$ cat config.mk
export PLATFORM = sky130hd
export DESIGN_NAME = bms_cell
export DESIGN_NICKNAME = d
export VERILOG_FILES = /design/src/sv/bms_pkg.sv /design/src/sv/bms_cell.sv
export SDC_FILE = /design/constraint.sdc
export NUM_CORES = 1
export LEC_CHECK = 0
export ABC_AREA = 1
export BUFFER_PORTS_ARGS = -buffer_cell sky130_fd_sc_hd__buf_2
export CAP_MARGIN = 20
export CORE_MARGIN = 3
export CORE_UTILIZATION = 45
export CTS_CLUSTER_SIZE = 16
export DETAILED_ROUTE_END_ITERATION = 10
export PLACE_DENSITY = 0.79
export SETUP_SLACK_MARGIN = 0.02
export SLEW_MARGIN = 20
export SYNTH_ARGS = -nofsm -noshare
export SYNTH_HDL_FRONTEND = slang
export SYNTH_SLANG_ARGS = --single-unit
$ cat constraint.sdc
create_clock -name clk_i -period 3.95 [get_ports clk_i]
set_input_delay 0.395 -clock clk_i [delete_from_list [all_inputs] [get_ports clk_i]]
set_output_delay 0.395 -clock clk_i [all_outputs]
set_load 0.01 [all_outputs]
$ cat src/sv/bms_pkg.sv
// ---------------------------------------------------------------------------
// bms_pkg: shared types and helpers for the merge sorter
// Sizes of the key chain and the order map for double keys.
// ---------------------------------------------------------------------------
`default_nettype none

package bms_pkg;

  localparam int unsigned MaxItems = 64;
  localparam int unsigned KeyW     = 64;

  localparam logic [KeyW-1:0] SignBit = {1'b1, {(KeyW-1){1'b0}}};

  typedef logic [KeyW-1:0] key_t;

  // Per-cycle command shared by every cell of the chain.
  typedef struct packed {
    logic ins;  // insert the broadcast key
    logic drn;  // shift one step toward the output
  } cell_ctl_t;

  // Map a double's bits onto unsigned order; -0.0 folds onto +0.0.
  function automatic key_t order_code(input key_t bits);
    key_t b;
    b = (bits == SignBit) ? '0 : bits;
    if (b[KeyW-1]) begin
      return ~b;
    end
    return b | SignBit;
  endfunction

endpackage

`default_nettype wire

$ cat src/sv/bms_cell.sv
// ---------------------------------------------------------------------------
// bms_cell: one slot of the sorting chain
// Holds one key; takes the new key, its left neighbor's key or its right
// neighbor's key, so the chain stays in stable ascending order.
// ---------------------------------------------------------------------------
`default_nettype none

module bms_cell (
  input  wire logic              clk_i,
  input  wire logic              rst_ni,
  input  wire bms_pkg::cell_ctl_t ctl_i,
  input  wire bms_pkg::key_t     key_i,
  input  wire logic              prev_lt_i,
  input  wire bms_pkg::key_t     prev_key_i,
  input  wire logic              prev_vld_i,
  input  wire bms_pkg::key_t     next_key_i,
  input  wire logic              next_vld_i,
  output logic                   lt_o,
  output bms_pkg::key_t          key_o,
  output logic                   vld_o
);
  import bms_pkg::*;

  key_t key_q, key_d;
  logic vld_q, vld_d;

  // Strict compare: an equal newcomer goes behind the stored key.
  assign lt_o = !vld_q || (order_code(key_i) < order_code(key_q));

  always_comb begin
    key_d = key_q;
    vld_d = vld_q;
    if (ctl_i.drn) begin
      key_d = next_key_i;
      vld_d = next_vld_i;
    end else if (ctl_i.ins && lt_o) begin
      // open a gap: take the left key if the insertion point lies further left
      key_d = prev_lt_i ? prev_key_i : key_i;
      vld_d = prev_lt_i ? prev_vld_i : 1'b1;
    end
  end

  always_ff @(posedge clk_i or negedge rst_ni) begin
    if (!rst_ni) begin
      vld_q <= 1'b0;
    end else begin
      vld_q <= vld_d;
    end
  end

  always_ff @(posedge clk_i) begin
    key_q <= key_d;
  end

  assign key_o = key_q;
  assign vld_o = vld_q;

endmodule

`default_nettype wire

==> flow_metrics.py, run 1 <==
metrics = {
    "timing": {
        "whs_ns": 0.361,
        "slew_headroom": 0.491,
        "rsz0062_at_grt": "yes",
        "skew_ns": 0.00729,
        "tightest_slew_ns": 0.762,
        "finalHoldViolations": 0,
        "max_freq_mhz": 262,
        "min_period_over_period": 0.965,
        "setup_viol": 0,
        "period_needed_ns": 3.81,
        "tns_ns": 0,
        "slew_violations": 0,
    },
    "global_routing": {
        "grt_pass1_vias": 6430,
        "grt_max_degree": 66,
        "grt_overflow": 0,
        "grt_pass1_wl_mm": 31.8,
        "antenna_found_initial": 0,
        "track_usage": 0.250,
    },
    "worst_setup_path": {
        "critPathArrivalTime_ns": 3.42,
        "critPathSlowestCell": "edfxtp_1",
        "cp-start-kind": "register",
        "path_max_fanout": 13,
        "path_class": "register to output pin",
        "worstPathRequired_ns": 3.56,
        "r2r_start": "key_o[26]",
        "cpPeakStageDelay_ns": 0.41,
        "r2r_cells": 23,
        "r2r-end": "key_o[6]",
        "crit_chain": "nor2_1, nand2_2, nor2_2, nand2_1, nor2_1, and2_4, nor2_4, buf_4, clkbuf_16, xnor2_1, ha_1, a21oi_1, nor2_1, a211oi_1, o2111ai_1, nand4_1, nand2_1, inv_1, nand2_1, nand2_2, buf_6",
        "endpoint_kind": "output pin",
        "rrSetupSlack_ns": 0.25,
    },
    "clock_tree": {
        "clkTransAtPathRegs_ns": 0.05,
        "numCtsBuffers": 9,
        "cts_sinks": 65,
        "root_buffer": "clkbuf_16",
        "clkLatencyLatePin_ns": 0.33,
        "cts_tree": "built",
        "cts_buffer_depth": 2,
        "htree_levels": 3,
    },
    "floorplanning": {
        "start_util": 0.467,
        "rows": 42,
        "die_w_um": 124,
        "core_area_mm2": 0.0135,
        "die_height_um": 124,
        "fp.dieArea_mm2": 0.0154,
        "ios": 265,
    },
    "route": {
        "post-route-drc-count": 0,
        "vias": 6969,
        "wl_per_cell_um": 16.1,
        "ant_nets": 0,
        "first_iter_violations": 440,
        "firstDrtPassIters": 5,
        "totalWireLength_mm": 21.0,
        "viasPerCell": 5.33,
    },
    "power_and_ir_drop": {
        "p_per_area_mw_per_mm2": 345,
        "max-vdd-ir-drop_uv": 193,
        "p_leak_uw": 0.00380,
    },
    "finish": {
        "fillCellCount": 1247,
        "nNetsFinal": 1388,
        "diodes": 0,
        "area_growth_pct": 34.4,
        "final_cell_area_mm2": 0.00845,
        "layout-drive-gt1-share": 0.309,
        "utilization": 0.628,
    },
    "logic_synthesis": {
        "synth-edff-count": 64,
        "synth_top_area_cell": "edfxtp_1",
        "synthCells": 851,
        "synthTopCellsByCount": "nor2_1 (189), a21oi_1 (186), nand2_1 (151)",
        "ys_warn_count": 0,
        "synth_fp_nets": 1112,
        "synth_ff_type": "edfxtp_1",
        "yosysMostFrequentCell": "nor2_1",
        "synthDistinctLibCells": 30,
        "synthesis.area_mm2": 0.00629,
        "synth_area_leaders": "edfxtp_1 (31%), a21oi_1 (15%), xnor2_1 (13%)",
        "syn_area_per_cell_um2": 7.39,
        "yosysSeqAreaShare": 0.310,
        "async_flop_share": 0.0154,
        "ys_ff_latch": 65,
        "synth_top_area_frac": 0.306,
    },
    "flow_run": {
        "drv_cap": 0,
    },
    "worst_hold_path": {
        "hp-class": "input pin to async pin",
    },
    "placed_design": {
        "io_buffer_count": 264,
        "dp_hpwl_mm": 15.5,
        "finalWeightedCongestion": 0.868,
        "place_area_mm2": 0.00781,
    },
    "status": {
        "status": "finished clean",
    },
}
[cells by family (layout without fill, tap and decap cells)]
group / Yosys count / in the layout / share of synthesized area
flip-flops: 65 / 65 / 0.310
AND/OR/NAND/NOR: 365 / 365 / 0.228
buffers and inverters: 60 / 341 / 0.0384
XOR/XNOR: 95 / 95 / 0.132
adder cells (fa/ha/maj): 62 / 62 / 0.123
AO/OA/AOI/OAI: 204 / 204 / 0.168
[through the flow]
step                      total power (uW)  instances  setup WS [ns]
after floorplan                       1650        851          0.315
after global placement                2030       1260          0.160
after detailed placement              2050       1260         0.0887
after CTS                             2830       1277         0.0682
after global routing                  3100       1308         -0.118
final                                 2910       1308          0.137
[power by group]
part	internal, uW	switching [uW]
clock	481	288
sequential	862	75.6
combinational	558	650
total	1900	1010
[layout by cell type (no fill, tap or decap), types with 2 or more instances in the layout]
master	synthesis	layout
buf_2	10	263
a21oi_1	186	183
nor2_1	189	182
nand2_1	151	150
xnor2_1	94	93
edfxtp_1	64	64
ha_1	62	62
buf_4	1	37
inv_1	13	11
clkbuf_16	0	11
nand4_1	8	8
nor2_2	0	7
inv_2	3	5
o21ai_0	5	5
buf_12	0	5
nand2_2	4	4
a211oi_1	5	3
a21oi_2	0	3
nor3_2	0	3
nand3_1	4	3
o211ai_1	3	3
clkinv_1	0	3
a211oi_2	0	2
nor3_1	5	2
clkbuf_1	25	2
[worst max path at each step]
stage	from	endpoint	slack, ns	cells after the start
after floorplan	key_o[63]	key_o[0]	0.32	28
after global placement	key_i[39]	key_o[13]	0.16	27
after detailed placement	key_i[39]	key_o[13]	0.09	27
after CTS	key_o[23]	lt_o	0.07	21
after global routing	key_o[27]	lt_o	-0.12	22
final	key_o[26]	lt_o	0.14	21
[critical path: cells and delay by family (launching register included)]
kind                     cells  cell delay [ns]
buffers and inverters        4             0.48
XOR/XNOR                     1             0.17
AO/OA/AOI/OAI                3             0.54
adder cells (fa/ha/maj)      1             0.28
AND/OR/NAND/NOR             12             1.19
flip-flops                   1             0.41
[sequential cells by signal (all words and copies together), names as in the netlist]
register and count:
key_o 64, vld_o 1
[cell type report]
class | count | area [um^2] | area share
inverters | 16 | 60.1 | 0.00711
clock buffers | 11 | 233 | 0.0275
flip-flops and latches | 65 | 1950 | 0.230
clock inverters | 5 | 46.3 | 0.00548
repair buffers | 309 | 1770 | 0.209
well taps | 176 | 220 | 0.0261
multi-input cells | 726 | 4180 | 0.495
[per-layer routing]
metal / up-vias / GRT usage / part of all wire
met5: - / 0 / 0
met4: 0 / 0.0774 / 0.021
li1: 3438 / - / -
met2: 304 / 0.418 / 0.48
met3: 36 / 0.0558 / 0.078
met1: 3191 / 0.323 / 0.42
[timing repair]
action	in CTS	in global routing
hold endpoints to repair	1	0
endpoints found under the setup margin	0	66
resized for setup	0	22
buffers inserted	0	29
hold buffers	1	0
No activity file was read; power rests on OpenSTA's default activity.
==> inputs of run 2 (changes only) <==
--- a/config.mk
+++ b/config.mk
@@ -9,10 +9,11 @@
 export BUFFER_PORTS_ARGS = -buffer_cell sky130_fd_sc_hd__buf_2
 export CAP_MARGIN = 20
 export CORE_MARGIN = 3
-export CORE_UTILIZATION = 45
+export CORE_UTILIZATION = 53
 export CTS_CLUSTER_SIZE = 16
 export DETAILED_ROUTE_END_ITERATION = 10
-export PLACE_DENSITY = 0.79
+export PLACE_DENSITY = 0.87
+export RECOVER_POWER = 100
 export SETUP_SLACK_MARGIN = 0.02
 export SLEW_MARGIN = 20
 export SYNTH_ARGS = -nofsm -noshare
==> constraint.sdc (replaced) <==
create_clock -name clk_i -period 4.9 [get_ports clk_i]
set_input_delay 0.49 -clock clk_i [delete_from_list [all_inputs] [get_ports clk_i]]
set_output_delay 0.49 -clock clk_i [all_outputs]
set_load 0.01 [all_outputs]
==> run 2 against run 1 <==
Against the previous run:
- the flow now finishes with violations (max-capacitance violations, max-slew violations)
- final area fell by 5.7%
- critical endpoint unchanged
- combinational power fell by 28%
- largest power group unchanged
- sequential power fell by 19%
- critical path depth did not move
- global-route usage rose by 5.0 points
- core utilization rose by 6.4 points
- worst hold slack improved by 0.076 ns
- via count fell by 1.8%
- count of clock-buffer cells in the layout fell by 2
==> flow_metrics.py, run 2 (synthesis gave the netlist of run 1 again) <==
metrics = {
    "timing": {
        "max_freq_mhz": 229,
        "tns_ns": 0,
        "slew_violations": 67,
        "finalHoldViolations": 0,
        "setup_viol": 0,
        "rsz0062_at_grt": "no",
        "min_period_over_period": 0.890,
        "tightest_slew_ns": 3.07,
        "slew_headroom": -1.04,
        "skew_ns": 0.00682,
        "period_needed_ns": 4.36,
    },
    "global_routing": {
        "grt_overflow": 0,
        "grt_pass1_vias": 6447,
        "grt_max_degree": 67,
        "grt-busiest-layer": "met2",
        "track_usage": 0.300,
        "grt_pass1_wl_mm": 31.3,
        "grt_use_met3": 0.0632,
        "antenna_found_initial": 0,
        "met1_usage": 0.383,
        "use_met2": 0.520,
    },
    "power_and_ir_drop": {
        "intPower_uw": 1520,
        "clockPowerShare": 0.300,
        "switchingPower_uw": 815,
        "p_leak_uw": 0.00344,
        "sw_frac_of_total": 0.349,
        "comb_power_share": 0.374,
        "max-vdd-ir-drop_uv": 187,
        "seq_power_share": 0.326,
        "p_per_area_mw_per_mm2": 293,
    },
    "status": {
        "violations": "max-capacitance violations, max-slew violations",
        "status": "complete, but fails checks",
    },
    "worst_hold_path": {
        "hp-class": "input pin to register",
        "whs_path_depth": 5,
        "holdPathEnd": "vld_o",
        "hold_path.startpoint": "next_vld_i",
    },
    "worst_setup_path": {
        "endpoint_kind": "output pin",
        "worstPathRequired_ns": 4.41,
        "r2r_start": "key_o[26]",
        "r2r_cells": 23,
        "startpoint": "key_o[26]",
        "path_class": "register to output pin",
        "path_max_fanout": 12,
        "cpPeakStageDelay_ns": 0.39,
        "critPathSlowestCell": "edfxtp_1",
        "r2r-end": "key_o[27]",
        "crit_top_cell": "nand2_1",
        "rrSetupSlack_ns": 0.57,
        "crit_chain": "nor2_1, nand2_1, nor2_1, nand2_1, nor2_1, and2_0, nor2_1, buf_4, xnor2_1, ha_1, a21oi_1, nand3b_1, a21oi_1, a2111oi_0, nand2_1, nand2_1, nand2_1, nand2_1, nand2_1, nand2_1, clkbuf_1",
        "cp-start-kind": "register",
        "critPathArrivalTime_ns": 3.87,
    },
    "floorplanning": {
        "fp.dieArea_mm2": 0.0132,
        "start_util": 0.546,
        "core_area_mm2": 0.0115,
        "die_height_um": 115,
        "rows": 39,
        "ios": 265,
        "die_w_um": 115,
    },
    "finish": {
        "nNetsFinal": 1355,
        "layout_common_cells": "buf_2 (197), nor2_1 (190), a21oi_1 (186)",
        "area_growth_pct": 26.8,
        "largest_reg_flops": 64,
        "diodes": 0,
        "final_cell_count_no_fill": 1242,
        "final_common_cell": "buf_2",
        "layout-drive-gt1-share": 0.211,
    },
    "clock_tree": {
        "htree_levels": 3,
        "clkTransAtPathRegs_ns": 0.06,
        "cts_buffer_depth": 2,
        "cts_sinks": 65,
        "cts_resized": 0,
        "cts_setup_buffers": 0,
        "cts_hold_buf": 1,
        "root_buffer": "clkbuf_16",
        "cts_tree": "built",
        "clkLatencyLatePin_ns": 0.35,
        "numCtsBuffers": 9,
    },
    "route": {
        "post-route-drc-count": 0,
        "first_iter_violations": 476,
        "viasPerCell": 5.51,
        "wl_per_cell_um": 16.3,
        "vias": 6843,
        "totalWireLength_mm": 20.3,
        "ant_nets": 0,
        "firstDrtPassIters": 6,
    },
    "placed_design": {
        "finalWeightedCongestion": 0.881,
        "io_buffer_count": 264,
        "placedCellCount": 1225,
        "dp_hpwl_mm": 15.2,
    },
    "flow_run": {
        "drv_cap": 1,
    },
}
## run 2: changes by cell type in the layout (fill, tap and decap cells not counted), moves of 7 or more
cell / delta
buf_2: -66
buf_4: -32
clkbuf_1: +66
nor2_1: +8
nor2_2: -7
## run 2: worst max path at each step
stage                 to  slack [ns]  cells past startpoint
2_1_floorplan   key_o[0]        0.90                     31
3_3_place_gp   key_o[24]        0.59                     24
3_5_place_dp   key_o[27]        0.40                     24
4_1_cts        key_o[27]        0.68                     23
5_1_grt             lt_o        0.21                     21
6_report            lt_o        0.54                     21
## run 2: cell type report
cell class	instances	area, um^2
clock buffers	9	225
multi-input cells	726	4090
fillers	1011	3540
inverters	16	60.1
well taps	143	179
flip-flops and latches	65	1950
repair buffers	276	1370
clock inverters	7	95.1
## run 2: worst max-delay path, delay by kind of cell, from the launching register on
kind	cells	cell delay (ns)
AND/OR/NAND/NOR	14	1.59
AO/OA/AOI/OAI	3	0.55
buffers and inverters	2	0.54
flip-flops	1	0.39
adder cells (fa/ha/maj)	1	0.28
XOR/XNOR	1	0.16
## run 2: through the flow
| stage | utilization | total power (uW) | hold WS (ns) | instance area (um^2) | setup slack, ns |
|---|---|---|---|---|---|
| floorplan | - | 1330 | 0.194 | 6290 | 0.897 |
| global placement | 0.671 | 1620 | 0.280 | 7720 | 0.593 |
| detailed placement | 0.672 | 1650 | 0.278 | 7740 | 0.403 |
| CTS | 0.701 | 2360 | 0.428 | 8070 | 0.681 |
| global route | 0.692 | 2490 | 0.443 | 7970 | 0.211 |
| finish | 0.692 | 2340 | 0.438 | 7970 | 0.541 |
## run 2: power groups by stage
stage | registers (uW) | clock network, uW | logic (uW)
2_1_floorplan | 787 | 0 | 544
3_3_place_gp | 768 | 0 | 854
3_5_place_dp | 771 | 0 | 880
4_1_cts | 760 | 708 | 889
5_1_grt | 769 | 729 | 989
6_report | 763 | 702 | 874
## run 2: routing by layer
metal / vias to the layer above / wire, um
met3: 25 / 1380
li1: 3370 / -
met5: - / 0
met1: 3158 / 8550
met2: 290 / 10000
met4: 0 / 292
==> inputs of run 3 (changes only) <==
--- a/config.mk
+++ b/config.mk
@@ -6,7 +6,7 @@
 export NUM_CORES = 1
 export LEC_CHECK = 0
 export ABC_AREA = 1
-export BUFFER_PORTS_ARGS = -buffer_cell sky130_fd_sc_hd__buf_2
+export BUFFER_PORTS_ARGS = -buffer_cell sky130_fd_sc_hd__clkbuf_2
 export CAP_MARGIN = 20
 export CORE_MARGIN = 3
 export CORE_UTILIZATION = 53
==> run 3 against run 2 <==
Against the previous run:
- clock skew is 0.0019 ns lower
- sequential share of layout area up 0.27 points
- via count fell by 0.42%
- fmax is 4.1% lower
- core utilization decreased by 0.75 points
- die area unchanged
- critical endpoint is now key_o[33]
- clock power shrank 10%
- final cell count is 0.16% lower
- sequential cell count unchanged
- the flow still finishes with violations (max-capacitance violations, max-slew violations)
- sequential power about the same
- non-clock buffer count fell by 3
==> flow_metrics.py, run 3 (synthesis gave the netlist of run 1 again) <==
metrics = {
    "timing": {
        "tns_ns": 0,
        "max_freq_mhz": 220,
        "slew_headroom": -0.562,
        "rsz0062_at_grt": "no",
        "skew_ns": 0.00493,
        "slew_violations": 66,
        "tightest_slew_ns": 2.33,
        "period_needed_ns": 4.55,
        "setup_viol": 0,
        "min_period_over_period": 0.928,
        "finalHoldViolations": 0,
    },
    "route": {
        "vias": 6814,
        "first_iter_violations": 588,
        "firstDrtPassIters": 6,
        "ant_nets": 0,
        "totalWireLength_mm": 19.9,
        "dr_wl_met3_mm": 1.62,
        "viasPerCell": 5.50,
        "wl_met1_mm": 8.38,
        "wl_met2_mm": 9.53,
        "wl_per_cell_um": 16.1,
        "post-route-drc-count": 0,
        "highest_layer": "met4",
    },
    "worst_setup_path": {
        "endpoint_kind": "register",
        "cp_top_family": "simple AND/OR/NAND/NOR gates",
        "cp-start-kind": "register",
        "path_class": "register to register",
        "critPathSlowestCell": "buf_6",
        "crit_chain": "inv_2, nor2_1, nand2_1, nor2_1, nand2_1, nor2_1, and2_4, nor2_4, buf_6, xnor2_1, ha_1, a21oi_1, nand3b_1, a21oi_1, a2111oi_0, nand2_1, nand2_1, nand2_1, nand2_1, nand2_1, nand2_2, nand2_2, nand2_1, buf_6",
        "critPathBufInv": 3,
        "path_max_fanout": 65,
        "critPathArrivalTime_ns": 4.52,
        "crit_top_cell": "nand2_1",
        "worstPathRequired_ns": 4.88,
        "cpPeakStageDelay_ns": 0.52,
    },
    "finish": {
        "largest_reg_flops": 64,
        "diodes": 0,
        "final_common_cell": "clkbuf_2",
        "nNetsFinal": 1353,
        "area_growth_pct": 25.4,
        "layout-drive-gt1-share": 0.209,
        "layout_common_cells": "clkbuf_2 (197), nor2_1 (189), a21oi_1 (186)",
        "fillCellCount": 1013,
    },
    "placed_design": {
        "dp_hpwl_mm": 14.8,
        "finalWeightedCongestion": 0.854,
        "io_buffer_count": 264,
    },
    "global_routing": {
        "grt_overflow": 0,
        "track_usage": 0.295,
        "grt_pass1_vias": 6594,
        "antenna_found_initial": 0,
        "grt_max_degree": 67,
        "grt_pass1_wl_mm": 31.2,
    },
    "power_and_ir_drop": {
        "p_leak_uw": 0.00344,
        "power_uw": 2250,
        "p_per_area_mw_per_mm2": 286,
        "max-vdd-ir-drop_uv": 176,
    },
    "clock_tree": {
        "clkTransAtPathRegs_ns": 0.05,
        "cts_setup_buffers": 0,
        "cts_tree": "built",
        "clkLatencyLatePin_ns": 0.34,
        "numCtsBuffers": 9,
        "root_buffer": "clkbuf_16",
        "htree_levels": 3,
        "cts_sinks": 65,
        "cts_buffer_depth": 2,
    },
    "status": {
        "violations": "max-capacitance violations, max-slew violations",
        "status": "complete, but fails checks",
    },
    "floorplanning": {
        "ios": 265,
        "fp.dieArea_mm2": 0.0132,
        "start_util": 0.546,
        "die_w_um": 115,
        "core_area_mm2": 0.0115,
        "rows": 39,
        "die_height_um": 115,
    },
    "flow_run": {
        "drv_cap": 1,
    },
    "worst_hold_path": {
        "hp-class": "input pin to register",
    },
}
-- run 3: layout make-up --
class | count | area [um^2] | area share
clock inverter | 4 | 43.8 | 0.00555
clock buffer | 12 | 236 | 0.0300
timing repair buffer | 273 | 1320 | 0.167
tap | 143 | 179 | 0.0227
multi-input combinational | 727 | 4100 | 0.520
inverter | 16 | 61.3 | 0.00778
sequential | 65 | 1950 | 0.247
-- run 3: power by group --
| part | internal, uW | leakage (uW) | switching, uW |
|---|---|---|---|
| sequential | 696 | 0.000651 | 66.5 |
| combinational | 373 | 0.00265 | 488 |
| clock | 391 | 0.000138 | 241 |
-- run 3: final timing paths --
| check | startpoint | endpoint | slack, ns | cells past startpoint |
|---|---|---|---|---|
| max in group asynchronous | rst_ni | vld_o | 4.33 | 2 |
| min reg2reg | vld_o | vld_o | 0.61 | 2 |
| max | key_o[63] | key_o[33] | 0.35 | 24 |
| max reg2reg | key_o[63] | key_o[33] | 0.35 | 24 |
| min in group asynchronous | rst_ni | vld_o | 0.46 | 2 |
| min | next_vld_i | vld_o | 0.44 | 5 |
-- run 3: per-layer routing --
| layer | vias up | global-route usage |
|---|---|---|
| li1 | 3374 | - |
| met1 | 3101 | 0.379 |
| met2 | 308 | 0.497 |
| met3 | 31 | 0.0653 |
| met4 | 0 | 0.0892 |
| met5 | - | 0 |
-- run 3: metrics by stage --
stage	area, um^2	worst slack, ns	util	hold WS, ns	cells
3_3_place_gp	7680	0.355	0.667	0.276	1222
4_1_cts	7970	0.0299	0.692	0.429	1239
6_report	7890	0.354	0.685	0.435	1240
5_1_grt	7890	0.0967	0.685	0.464	1240
3_5_place_dp	7680	0.237	0.667	0.275	1222
2_1_floorplan	6290	0.897	-	0.194	851
-- run 3: worst register-to-register path, stage by stage (launching register included) --
cell       delay (ns)
edfxtp_1         0.44
inv_2            0.16
nor2_1           0.06
nand2_1          0.05
nor2_1           0.03
nand2_1          0.05
nor2_1           0.05
and2_4           0.16
nor2_4           0.38
buf_6            0.46
xnor2_1          0.24
ha_1             0.28
a21oi_1          0.13
nand3b_1         0.12
a21oi_1          0.06
a2111oi_0        0.30
nand2_1          0.16
nand2_1          0.09
nand2_1          0.06
nand2_1          0.06
nand2_1          0.09
nand2_2          0.08
nand2_2          0.05
nand2_1          0.07
buf_6            0.52
-- run 3: repair_timing --
| action | CTS | global route |
|---|---|---|
| hold buffers | 1 | 0 |
| endpoints found under the setup margin | 0 | 66 |
| endpoints found under the hold margin | 1 | 0 |
| resized for setup | 0 | 1 |
